==> src/rtl/abps_pkg.sv <==
package abps_pkg;

  // field widths
  localparam int unsigned TimeW  = 32;
  localparam int unsigned FreqW  = 15;
  localparam int unsigned LenW   = 16;
  localparam int unsigned CountW = 4;
  localparam int unsigned LevelW = 2;

  // configuration port
  localparam int unsigned CfgIdxW  = 4;
  localparam int unsigned CfgDataW = 16;

  typedef enum logic [CfgIdxW-1:0] {
    REG_WARN_FREQ = 4'd0,
    REG_WARN_TONE = 4'd1,
    REG_WARN_GAP  = 4'd2,
    REG_WARN_BEEPS = 4'd3,
    REG_CRIT_FREQ = 4'd4,
    REG_CRIT_TONE = 4'd5,
    REG_CRIT_GAP  = 4'd6,
    REG_CRIT_BEEPS = 4'd7
  } reg_idx_t;

  // register reset values
  localparam logic [FreqW-1:0]  WarnFreqRst  = 15'd880;
  localparam logic [LenW-1:0]   WarnToneRst  = 16'd200;
  localparam logic [LenW-1:0]   WarnGapRst   = 16'd250;
  localparam logic [CountW-1:0] WarnBeepsRst = 4'd2;
  localparam logic [FreqW-1:0]  CritFreqRst  = 15'd1500;
  localparam logic [LenW-1:0]   CritToneRst  = 16'd400;
  localparam logic [LenW-1:0]   CritGapRst   = 16'd200;
  localparam logic [CountW-1:0] CritBeepsRst = 4'd3;

  // alert level that selects the critical pattern
  localparam logic [LevelW-1:0] LevelCrit = 2'd2;

  typedef enum logic [1:0] {
    PH_IDLE = 2'd0,
    PH_BEEP = 2'd1,
    PH_GAP  = 2'd2
  } phase_t;

endpackage

==> src/rtl/abps_tick_if.sv <==
interface abps_tick_if;
  import abps_pkg::*;

  logic              valid;
  logic              ready;
  logic [TimeW-1:0]  now_ms;
  logic              cmd_valid;
  logic [LevelW-1:0] cmd_level;

  modport source (output valid, now_ms, cmd_valid, cmd_level, input ready);
  modport sink   (input valid, now_ms, cmd_valid, cmd_level, output ready);
endinterface

==> src/rtl/abps_res_if.sv <==
interface abps_res_if;
  import abps_pkg::*;

  logic             valid;
  logic             ready;
  logic             cmd_accepted;
  logic             tone_start;
  logic [FreqW-1:0] tone_freq_hz;
  logic [LenW-1:0]  tone_length_ms;
  logic             busy_res;

  modport source (output valid, cmd_accepted, tone_start, tone_freq_hz, tone_length_ms,
                  busy_res, input ready);
  modport sink   (input valid, cmd_accepted, tone_start, tone_freq_hz, tone_length_ms,
                  busy_res, output ready);
endinterface

==> src/rtl/abps_cfg_if.sv <==
interface abps_cfg_if;
  import abps_pkg::*;

  logic                valid;
  logic                ready;
  logic [CfgIdxW-1:0]  index;
  logic [CfgDataW-1:0] data;

  modport source (output valid, index, data, input ready);
  modport sink   (input valid, index, data, output ready);
endinterface

==> src/rtl/alarm_beep_pattern_sequencer.sv <==
// Buzzer pattern sequencer, one tick word per step.
// tick: each word carries the millisecond time now_ms and an optional alert
//   command (cmd_valid, cmd_level). A command is taken only while idle;
//   cmd_accepted in the result tells the sender to drop it.
// res: one result word per tick word: tone_start with frequency and length
//   when a beep must begin, and busy_res while a pattern is in progress.
// cfg: register writes (index 0..7, warning then critical pattern); other
//   indices are ignored. Writes are always taken, and are meant for idle.
// Pipeline: a tick word is registered at its acceptance and its result is
//   registered when the result register is free or being taken. One tick
//   word per cycle is sustained while res.ready holds: the phase update is
//   one compare and one three-input add between the input and result registers.
// Reset (rst, synchronous): phase idle, registers to their default patterns,
//   both pipeline registers empty.
// A stalled receiver holds the result register; the input register fills
//   behind it and tick.ready then drops until the result is taken.
module alarm_beep_pattern_sequencer (
  input  logic        clk,
  input  logic        rst,
  abps_tick_if.sink   tick,
  abps_res_if.source  res,
  abps_cfg_if.sink    cfg
);
  import abps_pkg::*;

  // configuration registers
  logic [FreqW-1:0]  warn_freq_hz, crit_freq_hz;
  logic [LenW-1:0]   warn_tone_ms, warn_gap_ms, crit_tone_ms, crit_gap_ms;
  logic [CountW-1:0] warn_beeps, crit_beeps;

  // input register
  logic              in_valid;
  logic [TimeW-1:0]  in_now;
  logic              in_cmd;
  logic [LevelW-1:0] in_level;

  // sequencer state
  phase_t            phase, phase_next;
  logic [FreqW-1:0]  pattern_freq, pattern_freq_next;
  logic [LenW-1:0]   pattern_tone_len, pattern_tone_len_next;
  logic [LenW-1:0]   pattern_gap_len, pattern_gap_len_next;
  logic [CountW-1:0] beeps_remaining, beeps_remaining_next;
  logic [TimeW-1:0]  due_time, due_time_next;

  // step outputs
  logic             step_accepted, step_start;
  logic [FreqW-1:0] step_freq;
  logic [LenW-1:0]  step_len;
  logic             due;
  logic             step_fire, in_load;

  assign cfg.ready  = 1'b1;
  assign step_fire  = in_valid && (!res.valid || res.ready);
  assign in_load    = tick.valid && tick.ready;
  assign tick.ready = !in_valid || step_fire;
  assign due        = in_now >= due_time;

  // configuration writes
  always_ff @(posedge clk) begin
    if (rst) begin
      warn_freq_hz <= WarnFreqRst;
      warn_tone_ms <= WarnToneRst;
      warn_gap_ms  <= WarnGapRst;
      warn_beeps   <= WarnBeepsRst;
      crit_freq_hz <= CritFreqRst;
      crit_tone_ms <= CritToneRst;
      crit_gap_ms  <= CritGapRst;
      crit_beeps   <= CritBeepsRst;
    end else if (cfg.valid && cfg.ready) begin
      unique case (cfg.index)
        REG_WARN_FREQ:  warn_freq_hz <= cfg.data[FreqW-1:0];
        REG_WARN_TONE:  warn_tone_ms <= cfg.data[LenW-1:0];
        REG_WARN_GAP:   warn_gap_ms  <= cfg.data[LenW-1:0];
        REG_WARN_BEEPS: warn_beeps   <= cfg.data[CountW-1:0];
        REG_CRIT_FREQ:  crit_freq_hz <= cfg.data[FreqW-1:0];
        REG_CRIT_TONE:  crit_tone_ms <= cfg.data[LenW-1:0];
        REG_CRIT_GAP:   crit_gap_ms  <= cfg.data[LenW-1:0];
        REG_CRIT_BEEPS: crit_beeps   <= cfg.data[CountW-1:0];
        default: ;
      endcase
    end
  end

  // input register
  always_ff @(posedge clk) begin
    if (rst) begin
      in_valid <= 1'b0;
    end else if (in_load) begin
      in_valid <= 1'b1;
    end else if (step_fire) begin
      in_valid <= 1'b0;
    end
    if (in_load) begin
      in_now   <= tick.now_ms;
      in_cmd   <= tick.cmd_valid;
      in_level <= tick.cmd_level;
    end
  end

  // next state and pattern registers
  always_comb begin
    phase_next            = phase;
    pattern_freq_next     = pattern_freq;
    pattern_tone_len_next = pattern_tone_len;
    pattern_gap_len_next  = pattern_gap_len;
    beeps_remaining_next  = beeps_remaining;
    due_time_next         = due_time;
    unique case (phase)
      PH_BEEP: begin
        if (due) begin
          if (beeps_remaining != '0) begin
            beeps_remaining_next = beeps_remaining - CountW'(1);
          end
          due_time_next = in_now + TimeW'(pattern_tone_len) + TimeW'(pattern_gap_len);
          phase_next    = PH_GAP;
        end
      end
      PH_GAP: begin
        if (due) begin
          if (beeps_remaining != '0) begin
            due_time_next = in_now;
            phase_next    = PH_BEEP;
          end else begin
            phase_next = PH_IDLE;
          end
        end
      end
      default: begin
        phase_next = PH_IDLE;
        if (in_cmd) begin
          if (in_level == LevelCrit) begin
            pattern_freq_next     = crit_freq_hz;
            pattern_tone_len_next = crit_tone_ms;
            pattern_gap_len_next  = crit_gap_ms;
            beeps_remaining_next  = crit_beeps;
          end else begin
            pattern_freq_next     = warn_freq_hz;
            pattern_tone_len_next = warn_tone_ms;
            pattern_gap_len_next  = warn_gap_ms;
            beeps_remaining_next  = warn_beeps;
          end
          due_time_next = in_now;
          phase_next    = PH_BEEP;
        end
      end
    endcase
  end

  // step outputs
  always_comb begin
    step_accepted = 1'b0;
    step_start    = 1'b0;
    step_freq     = '0;
    step_len      = '0;
    unique case (phase)
      PH_BEEP: begin
        if (due) begin
          step_start = 1'b1;
          step_freq  = pattern_freq;
          step_len   = pattern_tone_len;
        end
      end
      PH_GAP: ;
      default: step_accepted = in_cmd;
    endcase
  end

  // state update
  always_ff @(posedge clk) begin
    if (rst) begin
      phase            <= PH_IDLE;
      pattern_freq     <= '0;
      pattern_tone_len <= '0;
      pattern_gap_len  <= '0;
      beeps_remaining  <= '0;
      due_time         <= '0;
    end else if (step_fire) begin
      phase            <= phase_next;
      pattern_freq     <= pattern_freq_next;
      pattern_tone_len <= pattern_tone_len_next;
      pattern_gap_len  <= pattern_gap_len_next;
      beeps_remaining  <= beeps_remaining_next;
      due_time         <= due_time_next;
    end
  end

  // result register
  always_ff @(posedge clk) begin
    if (rst) begin
      res.valid <= 1'b0;
    end else if (step_fire) begin
      res.valid <= 1'b1;
    end else if (res.ready) begin
      res.valid <= 1'b0;
    end
    if (step_fire) begin
      res.cmd_accepted   <= step_accepted;
      res.tone_start     <= step_start;
      res.tone_freq_hz   <= step_freq;
      res.tone_length_ms <= step_len;
      res.busy_res       <= phase_next != PH_IDLE;
    end
  end

  // checks
  a_start_busy : assert property (@(posedge clk) disable iff (rst)
    res.valid && res.tone_start |-> res.busy_res)
    else $error("tone started but sequencer not busy");

  a_accept_no_tone : assert property (@(posedge clk) disable iff (rst)
    res.valid && res.cmd_accepted |-> res.busy_res && !res.tone_start)
    else $error("accepted command with tone or without busy");

  a_quiet_fields : assert property (@(posedge clk) disable iff (rst)
    res.valid && !res.tone_start |-> res.tone_freq_hz == '0 && res.tone_length_ms == '0)
    else $error("tone fields set without tone start");

  a_reset_idle : assert property (@(posedge clk)
    rst |=> phase == PH_IDLE && !res.valid && !in_valid)
    else $error("state not cleared by reset");

  a_busy_tracks_phase : assert property (@(posedge clk) disable iff (rst)
    step_fire |=> res.busy_res == (phase != PH_IDLE))
    else $error("busy flag disagrees with phase");

endmodule
==> src/flat_wrapper.sv <==
// flat-port wrapper written by rule: the top's interface ports become plain ports
module alarm_beep_pattern_sequencer_flat import abps_pkg::*;
  (clk, rst, tick_valid, tick_now_ms, tick_cmd_valid, tick_cmd_level, tick_ready, res_valid, res_cmd_accepted, res_tone_start, res_tone_freq_hz, res_tone_length_ms, res_busy_res, res_ready, cfg_valid, cfg_index, cfg_data, cfg_ready);
  abps_tick_if tick_i ();
  abps_res_if res_i ();
  abps_cfg_if cfg_i ();
  input  logic clk;
  input  logic rst;
  input wire logic [$bits(tick_i.valid)-1:0] tick_valid;
  input wire logic [$bits(tick_i.now_ms)-1:0] tick_now_ms;
  input wire logic [$bits(tick_i.cmd_valid)-1:0] tick_cmd_valid;
  input wire logic [$bits(tick_i.cmd_level)-1:0] tick_cmd_level;
  output wire logic [$bits(tick_i.ready)-1:0] tick_ready;
  output wire logic [$bits(res_i.valid)-1:0] res_valid;
  output wire logic [$bits(res_i.cmd_accepted)-1:0] res_cmd_accepted;
  output wire logic [$bits(res_i.tone_start)-1:0] res_tone_start;
  output wire logic [$bits(res_i.tone_freq_hz)-1:0] res_tone_freq_hz;
  output wire logic [$bits(res_i.tone_length_ms)-1:0] res_tone_length_ms;
  output wire logic [$bits(res_i.busy_res)-1:0] res_busy_res;
  input wire logic [$bits(res_i.ready)-1:0] res_ready;
  input wire logic [$bits(cfg_i.valid)-1:0] cfg_valid;
  input wire logic [$bits(cfg_i.index)-1:0] cfg_index;
  input wire logic [$bits(cfg_i.data)-1:0] cfg_data;
  output wire logic [$bits(cfg_i.ready)-1:0] cfg_ready;
  assign tick_i.valid = tick_valid;
  assign tick_i.now_ms = tick_now_ms;
  assign tick_i.cmd_valid = tick_cmd_valid;
  assign tick_i.cmd_level = tick_cmd_level;
  assign tick_ready = tick_i.ready;
  assign res_valid = res_i.valid;
  assign res_cmd_accepted = res_i.cmd_accepted;
  assign res_tone_start = res_i.tone_start;
  assign res_tone_freq_hz = res_i.tone_freq_hz;
  assign res_tone_length_ms = res_i.tone_length_ms;
  assign res_busy_res = res_i.busy_res;
  assign res_i.ready = res_ready;
  assign cfg_i.valid = cfg_valid;
  assign cfg_i.index = cfg_index;
  assign cfg_i.data = cfg_data;
  assign cfg_ready = cfg_i.ready;
  alarm_beep_pattern_sequencer u_core (.clk(clk), .rst(rst), .tick(tick_i), .res(res_i), .cfg(cfg_i));
endmodule
==> config.mk <==
export PLATFORM = sky130hd
export DESIGN_NAME = alarm_beep_pattern_sequencer_flat
export DESIGN_NICKNAME = d
export VERILOG_FILES = /design/src/rtl/abps_pkg.sv /design/src/rtl/abps_tick_if.sv /design/src/rtl/abps_res_if.sv /design/src/rtl/abps_cfg_if.sv /design/src/rtl/alarm_beep_pattern_sequencer.sv /design/src/flat_wrapper.sv
export SDC_FILE = /design/constraint.sdc
export NUM_CORES = 1
export LEC_CHECK = 0
export ABC_CLOCK_PERIOD_IN_PS = 3400
export BUFFER_PORTS_ARGS = -buffer_cell sky130_fd_sc_hd__buf_2
export CORE_ASPECT_RATIO = 0.6
export CORE_UTILIZATION = 30
export CTS_CLUSTER_SIZE = 20
export DETAILED_ROUTE_END_ITERATION = 8
export GPL_ROUTABILITY_DRIVEN = 0
export HOLD_SLACK_MARGIN = 0.03
export SYNTH_ARGS = -nofsm -noshare
export SYNTH_HDL_FRONTEND = slang
export SYNTH_SLANG_ARGS = --single-unit
==> constraint.sdc <==
create_clock -name clk -period 3.4 [get_ports clk]
set_input_delay 0.68 -clock clk [delete_from_list [all_inputs] [get_ports clk]]
set_output_delay 0.68 -clock clk [all_outputs]
set_load 0.05 [all_outputs]
==> qor.txt, run 1 <==
I/O pin count - 97
Netlist area before placement - 12300 um^2
Multi-input combinational cell area - 5940 um^2
Fraction of layout instances using a drive strength above 1 - 14.4%
Syn Area/Cell - 9.58 um^2
Slew Limit Headroom - 29.8%
Peak VDD IR - 351 uV
Number of maximum-capacitance violations - 0
Y dimension of the die - 159 um
Total count of max-transition violations in the final report - 0
Actual transition at the worst max-transition pin - 1.05 ns
Wire length per cell - 18.2 um
TritonCTS clock tree - done
EDFF count, synth - 69
Worst min path class - in2reg
Post-synthesis instance total - 1287
Count of unresolved DRC violations after routing - 0
Async set or reset register ratio after synthesis - 0%
Post-Layout Inst Area - 14300 um^2
Post-synth top flop - sky130_fd_sc_hd__dfxtp_1
Accumulated negative setup slack - 0 ns
Number of buffer cells added on primary ports - 95
Leakage - 5.31 nW
ANT cells - 0
Fill cell count - 4056
Initial core utilization - 30.4%
Smallest hold slack - 0.287 ns
Via density - 5.10
Largest net degree at the start of global routing - 106
Minimum clock period - 3.27 ns
GRT Resource Usage Total - 16.3%
Number of global-route vias before repair - 9328
Placed Cells incl. Taps - 1855
Maximum clock insertion buffer count - 3
Clock slew at reported path FFs - 0.06 ns
Hold-fix buffers, CTS - 0
Number of standard cells in the layout, taps in and fillers out - 1903
Outcome - complete, no violations
TritonCTS buffer count - 26
Total die area - 41900 um^2
FP Rows - 57
Post-synthesis cell type count - 71
Endpoint required time on the critical path - 3.81 ns
Critical path startpoint category - flip-flop
RSZ-0062 raised after global routing - false
Clock latency reported for the late side of the worst-skew pair - 0.56 ns
Number of setup violations in the final report - 0
Final hold viol count - 0
Share of synthesized area occupied by flip-flops and latches - 47.5%
Pre-Repair DR Iteration Count - 5
Final net count - 1480
Highest fanout seen on the critical path - 18
Width of the die - 264 um
CTS sink count - 258
First-pass GRT wire length - 53900 um
Master cell of the clock root buffer - sky130_fd_sc_hd__clkbuf_16
Data arrival time of the critical path - 3.68 ns
Seq. cell area - 5860 um^2
Cell area power density - 515 nW/um^2
Number of DRC markers in iteration 0 - 922
Vias after detailed routing - 9696
Critical path class - reg2reg
Synthesis warning total - 0
Cell area after placement - 13400 um^2
DP HPWL - 23900 um
Highest achievable clock rate - 0.306 GHz
Number of synthesized register bits - 258
Number of antenna violations at the first check in global routing - 2
Number of nets produced by synthesis - 1415
Total wire length - 34600 um
Worst Clk Skew - 0.0297 ns
Syn-to-layout area delta - 16.3%
Endpoint kind of the worst setup timing path - flip-flop
Part of the cycle the worst path needs - 96.2%
Number of nets with antenna violations after routing - 0
Overflow left after global routing - 0
H-tree depth - 1
Core Footprint - 40500 um^2
-- timing repair --
action | 4_1_cts | 5_1_grt
buffers inserted | 0 | 0
setup endpoints to repair | 0 | 8
gates resized for setup | 0 | 4
-- metal layers --
layer | share of wire, % | up-vias | global-route usage, %
met2 | 42 | 317 | 23.5
li1 | - | 4715 | -
met5 | 0 | - | 0
met3 | 7.4 | 30 | 3.17
met4 | 1.1 | 0 | 2.67
met1 | 50 | 4634 | 25.1
-- power by group --
group          internal, mW  switching, mW  leakage, nW  total (mW)
Clock                  1.78           1.25        0.455        3.04
Sequential             3.28         0.0880         2.20        3.37
Combinational         0.346          0.630         2.66       0.977
Total                  5.41           1.97         5.31        7.38
-- kinds of logic (layout without fill, tap and decap cells) --
family	after synthesis	after routing	synth area share [%]
AO/OA/AOI/OAI	294	294	16.3
XOR/XNOR	23	23	1.63
adder cells (fa/ha/maj)	68	68	7.93
buffers and inverters	140	225	4.65
flip-flops	258	258	47.5
multiplexers	66	66	5.36
other	1	1	0.0304
AND/OR/NAND/NOR	437	437	16.6
-- state kept, by name (all words and copies together), names as in the netlist, 2 cells and up --
name                       cells
u_core.beeps_remaining         4
u_core.in_now                 32
u_core.warn_gap_ms            16
u_core.crit_gap_ms            16
u_core.res.tone_freq_hz       15
u_core.crit_tone_ms           16
u_core.pattern_gap_len        16
u_core.phase                   2
u_core.due_time               32
u_core.crit_freq_hz           15
u_core.warn_beeps              4
u_core.warn_tone_ms           16
u_core.crit_beeps              4
u_core.in_level                2
u_core.warn_freq_hz           15
u_core.res.tone_length_ms     16
u_core.pattern_freq           15
u_core.pattern_tone_len       16
-- through the flow --
| step | setup WS (ns) | total power, mW | util, % |
|---|---|---|---|
| after CTS | 0.138 | 7.46 | 35.4 |
| after detailed placement | 0.156 | 4.39 | 33.1 |
| after global routing | 0.00539 | 7.70 | 35.4 |
| after global placement | 0.195 | 4.37 | 33.1 |
| after floorplan | 0.493 | 4.08 | - |
| final | 0.129 | 7.38 | 35.4 |
-- cells in the final DEF (no fill, tap or decap), drive strengths merged, types with 22 or more instances in the layout --
master  instances
a211oi         81
a21oi          97
a31oi          36
and3           34
buf           124
clkbuf         43
dfxtp         189
edfxtp         69
ha             51
inv            53
mux2i          66
nand2         219
nand3b         32
nor2           74
o21ai          22
-- final cells by class --
type,instances,area share [%]
multi-input cells,889,41.4
repair buffers,124,5.29
clock buffers,43,5.91
well taps,531,4.63
clock inverters,5,0.532
flip-flops and latches,258,40.8
inverters,53,1.39
-- critical path, cell delays in order, from the launching register on --
cell and delay, ns:
sky130_fd_sc_hd__edfxtp_1 0.43, sky130_fd_sc_hd__ha_1 0.34, sky130_fd_sc_hd__and4_1 0.23, sky130_fd_sc_hd__and2_4 0.17, sky130_fd_sc_hd__o2111ai_2 0.20, sky130_fd_sc_hd__o21a_4 0.26, sky130_fd_sc_hd__o211a_4 0.26, sky130_fd_sc_hd__nor3_4 0.75
sky130_fd_sc_hd__buf_4 0.37, sky130_fd_sc_hd__a311oi_2 0.12
-- final timing paths --
| check | slack, ns | from | depth (start not counted) | endpoint |
|---|---|---|---|---|
| worst max-delay path | 0.13 | u_core.in_now[11] | 9 | u_core.due_time[11] |
| worst min-delay path | 0.29 | tick_cmd_level[0] | 1 | u_core.in_level[0] |
| worst max register to register | 0.13 | u_core.in_now[11] | 9 | u_core.due_time[11] |
| worst min register to register | 0.45 | u_core.crit_gap_ms[11] | 2 | u_core.crit_gap_ms[11] |
-- cell usage after synthesis (3+ instances only) --
cell type,n,area (um^2)
sky130_fd_sc_hd__buf_4,10,75.1
sky130_fd_sc_hd__a211oi_1,79,593
sky130_fd_sc_hd__nand2_1,219,822
sky130_fd_sc_hd__xnor2_1,13,114
sky130_fd_sc_hd__nand3b_1,32,240
sky130_fd_sc_hd__nand3_1,16,80.1
sky130_fd_sc_hd__edfxtp_1,69,2070
sky130_fd_sc_hd__and3_1,34,213
sky130_fd_sc_hd__nor2b_1,9,56.3
sky130_fd_sc_hd__o21a_1,5,37.5
sky130_fd_sc_hd__o21ai_0,18,90.1
sky130_fd_sc_hd__buf_2,7,35.0
sky130_fd_sc_hd__dfxtp_1,189,3780
sky130_fd_sc_hd__a21o_1,6,45.0
sky130_fd_sc_hd__o21bai_1,4,30.0
sky130_fd_sc_hd__a211o_1,4,35.0
sky130_fd_sc_hd__nor2_1,74,278
sky130_fd_sc_hd__ha_1,51,638
sky130_fd_sc_hd__nand4_1,6,37.5
sky130_fd_sc_hd__a311oi_1,6,52.6
sky130_fd_sc_hd__a31oi_1,36,225
sky130_fd_sc_hd__inv_1,53,199
sky130_fd_sc_hd__buf_1,6,22.5
sky130_fd_sc_hd__o211ai_2,3,37.5
sky130_fd_sc_hd__mux2i_1,66,661
sky130_fd_sc_hd__a21boi_0,3,22.5
sky130_fd_sc_hd__and4_1,3,26.3
sky130_fd_sc_hd__or3_1,5,31.3
sky130_fd_sc_hd__fa_1,17,340
sky130_fd_sc_hd__a21oi_1,95,475
sky130_fd_sc_hd__clkbuf_1,63,236
sky130_fd_sc_hd__and2_1,5,31.3
sky130_fd_sc_hd__nor3_1,15,75.1
sky130_fd_sc_hd__nor3b_1,3,22.5
sky130_fd_sc_hd__nand2b_1,5,31.3
sky130_fd_sc_hd__xor2_1,10,87.6
Power figures use the tool's default switching activity.
==> run 2: changes to the inputs <==
--- a/config.mk
+++ b/config.mk
@@ -13,6 +13,8 @@
 export DETAILED_ROUTE_END_ITERATION = 8
 export GPL_ROUTABILITY_DRIVEN = 0
 export HOLD_SLACK_MARGIN = 0.03
+export SETUP_SLACK_MARGIN = 0.5
+export SLEW_MARGIN = 20
 export SYNTH_ARGS = -nofsm -noshare
 export SYNTH_HDL_FRONTEND = slang
 export SYNTH_SLANG_ARGS = --single-unit
==> run 2 against run 1 <==
Hold slack lost 0.0030 ns; highest routed layer unchanged; sequential cell count did not move; non-clock buffer count grew 17; die area unchanged; largest power group unchanged; largest cell class unchanged; critical path depth is 3 higher.
==> qor.txt, run 2 (synthesis gave the netlist of run 1 again) <==
Outcome - complete, no violations
Highest achievable clock rate - 0.342 GHz (+12%)
Number of global-route vias before repair - 9269 (-0.63%)
Number of DRC markers in iteration 0 - 856 (-7.2%)
Total die area - 41900 um^2 (unchanged)
Internal reg-to-reg setup slack - 0.48 ns (+0.35 ns)
Critical path class - reg2reg
TritonCTS buffer count - 26 (unchanged)
Core Footprint - 40500 um^2 (unchanged)
Worst Clk Skew - 0.0340 ns (+0.00431 ns)
Number of nets with antenna violations after routing - 0 (unchanged)
Worst-case setup margin in the final layout - 0.476 ns (+0.347 ns)
Final net count - 1497 (+1.1%)
Actual transition at the worst max-transition pin - 1.07 ns (+0.0166 ns)
Leading cell type in the layout, fill and taps excluded - sky130_fd_sc_hd__nand2_1
DP HPWL - 23700 um (-0.75%)
Clock latency reported for the late side of the worst-skew pair - 0.57 ns (about the same)
Width of the die - 264 um (unchanged)
Seq. cell area - 5860 um^2 (about the same)
TritonCTS clock tree - done
Number of buffer cells added on primary ports - 95 (unchanged)
Largest net degree at the start of global routing - 121 (+14%)
Placed Cells incl. Taps - 1847 (-0.43%)
Count of unresolved DRC violations after routing - 0 (unchanged)
Hold-fix buffers, CTS - 0 (unchanged)
Overflow left after global routing - 0 (unchanged)
Wire length per cell - 17.9 um (-1.4%)
Pre-Repair DR Iteration Count - 5 (unchanged)
Number of antenna violations at the first check in global routing - 2 (unchanged)
Endpoint kind of the worst setup timing path - flip-flop
Registers with the most flip-flops - u_core.due_time (32), u_core.in_now (32)
Via density - 5.09 (-0.14%)
Data arrival time of the critical path - 3.41 ns (-0.27 ns)
Initial core utilization - 30.4% (unchanged)
Total count of max-transition violations in the final report - 0 (unchanged)
Worst min path class - in2reg
Syn-to-layout area delta - 19.9%
Vias after detailed routing - 9769 (+0.75%)
Number of setup violations in the final report - 0 (unchanged)
Smallest hold slack - 0.284 ns (-0.00301 ns)
Number of maximum-capacitance violations - 0 (unchanged)
Clock slew at reported path FFs - 0.06 ns (about the same)
Multi-input combinational cell area - 6270 um^2 (+5.5%)
Min-Delay Path Depth - 1 (unchanged)
Leakage - 5.40 nW (+1.6%)
Placement-stage worst setup slack - 0.183 ns (+0.0265 ns)
GRT Resource Usage Total - 16.0% (-0.25 points)
I/O pin count - 97 (unchanged)
Master cell of the clock root buffer - sky130_fd_sc_hd__clkbuf_16
Endpoint required time on the critical path - 3.88 ns (+0.07 ns)
Peak VDD IR - 325 uV (-7.6%)
Fill cell count - 4069 (+0.32%)
Y dimension of the die - 159 um (unchanged)
Critical path startpoint category - flip-flop
Most used cells in the layout excluding fill and tap cells - sky130_fd_sc_hd__nand2_1 (219), sky130_fd_sc_hd__dfxtp_1 (186), sky130_fd_sc_hd__buf_2 (94)
Number of standard cells in the layout, taps in and fillers out - 1920 (+0.89%)
Total wire length - 34500 um (-0.53%)
Highest fanout seen on the critical path - 8 (-10)
Part of the cycle the worst path needs - 86.0% (-10 points)
R2r worst-path depth - 12 (+3)
Cell area power density - 497 nW/um^2 (-3.5%)
H-tree depth - 1 (unchanged)
RSZ-0062 raised after global routing - true
Minimum clock period - 2.92 ns (-0.347 ns)
Maximum clock insertion buffer count - 3 (unchanged)
First-pass GRT wire length - 53300 um (-1.1%)
Fraction of layout instances using a drive strength above 1 - 18.4% (+4.0 points)
FP Rows - 57 (unchanged)
Final hold viol count - 0 (unchanged)
Slew Limit Headroom - 28.5% (-1.3 points)
CTS sink count - 258 (unchanged)
Accumulated negative setup slack - 0 ns (unchanged)
run 2: changes by cell type in the layout (fill, tap and decap cells not counted), sizes merged:
cell / delta
buf: +17
clkbuf: -2
clkinv: +2
bufinv: -1
clkinvlp: +1
diode: +1
inv: -1
run 2: repair_timing:
action | 4_1_cts | 5_1_grt
endpoints found under the setup margin | 46 | 36
resized for setup | 27 | 46
pin swaps | 13 | 37
buffers inserted | 12 | 13
run 2: path summary, 6_finish.rpt:
kind                                from                endpoint
setup reg to reg        u_core.in_now[1]     u_core.due_time[31]
hold reg to reg   u_core.warn_gap_ms[13]  u_core.warn_gap_ms[13]
hold / removal           tick_now_ms[25]       u_core.in_now[25]
setup / recovery        u_core.in_now[1]     u_core.due_time[31]
run 2: stage by stage:
stage	util [%]	power, mW	cell area [um^2]
after floorplan	-	4.08	12300
after global routing	36.5	7.66	14800
after global placement	32.9	4.36	13300
after detailed placement	32.9	4.37	13300
final	36.5	7.34	14800
after CTS	35.7	7.32	14400
run 2: report_power, final:
part / switching [mW] / internal (mW) / total (mW)
clock network: 1.25 / 1.64 / 2.89
logic: 0.674 / 0.416 / 1.09
registers: 0.0845 / 3.28 / 3.36
run 2: per-layer routing:
| metal | track usage, % | vias to the layer above | part of all wire (%) |
|---|---|---|---|
| met5 | 0 | - | 0 |
| li1 | - | 4749 | - |
| met4 | 2.46 | 0 | 1.2 |
| met1 | 24.3 | 4691 | 50 |
| met3 | 3.34 | 31 | 7.0 |
| met2 | 23.5 | 298 | 42 |
run 2: area by class of cell:
type                            count  share of cell area (%)
Tap cell                          531                    4.49
Sequential cell                   258                    39.6
Clock buffer                       41                    5.48
Multi-Input combinational cell    889                    42.4
Inverter                           53                    1.37
Timing Repair Buffer              141                    6.21
Clock inverter                      6                   0.372
Antenna cell                        1                  0.0169
run 2: critical path, cell delays in order, from the launching register on:
cell	delay, ns
sky130_fd_sc_hd__edfxtp_1	0.40
sky130_fd_sc_hd__fa_1	0.56
sky130_fd_sc_hd__ha_4	0.17
sky130_fd_sc_hd__inv_2	0.04
sky130_fd_sc_hd__fa_2	0.34
sky130_fd_sc_hd__nor2b_2	0.14
sky130_fd_sc_hd__o31a_1	0.20
sky130_fd_sc_hd__o21a_1	0.22
sky130_fd_sc_hd__o2111ai_4	0.13
sky130_fd_sc_hd__buf_12	0.19
sky130_fd_sc_hd__a21oi_2	0.15
sky130_fd_sc_hd__xnor2_1	0.07
sky130_fd_sc_hd__a211oi_1	0.22
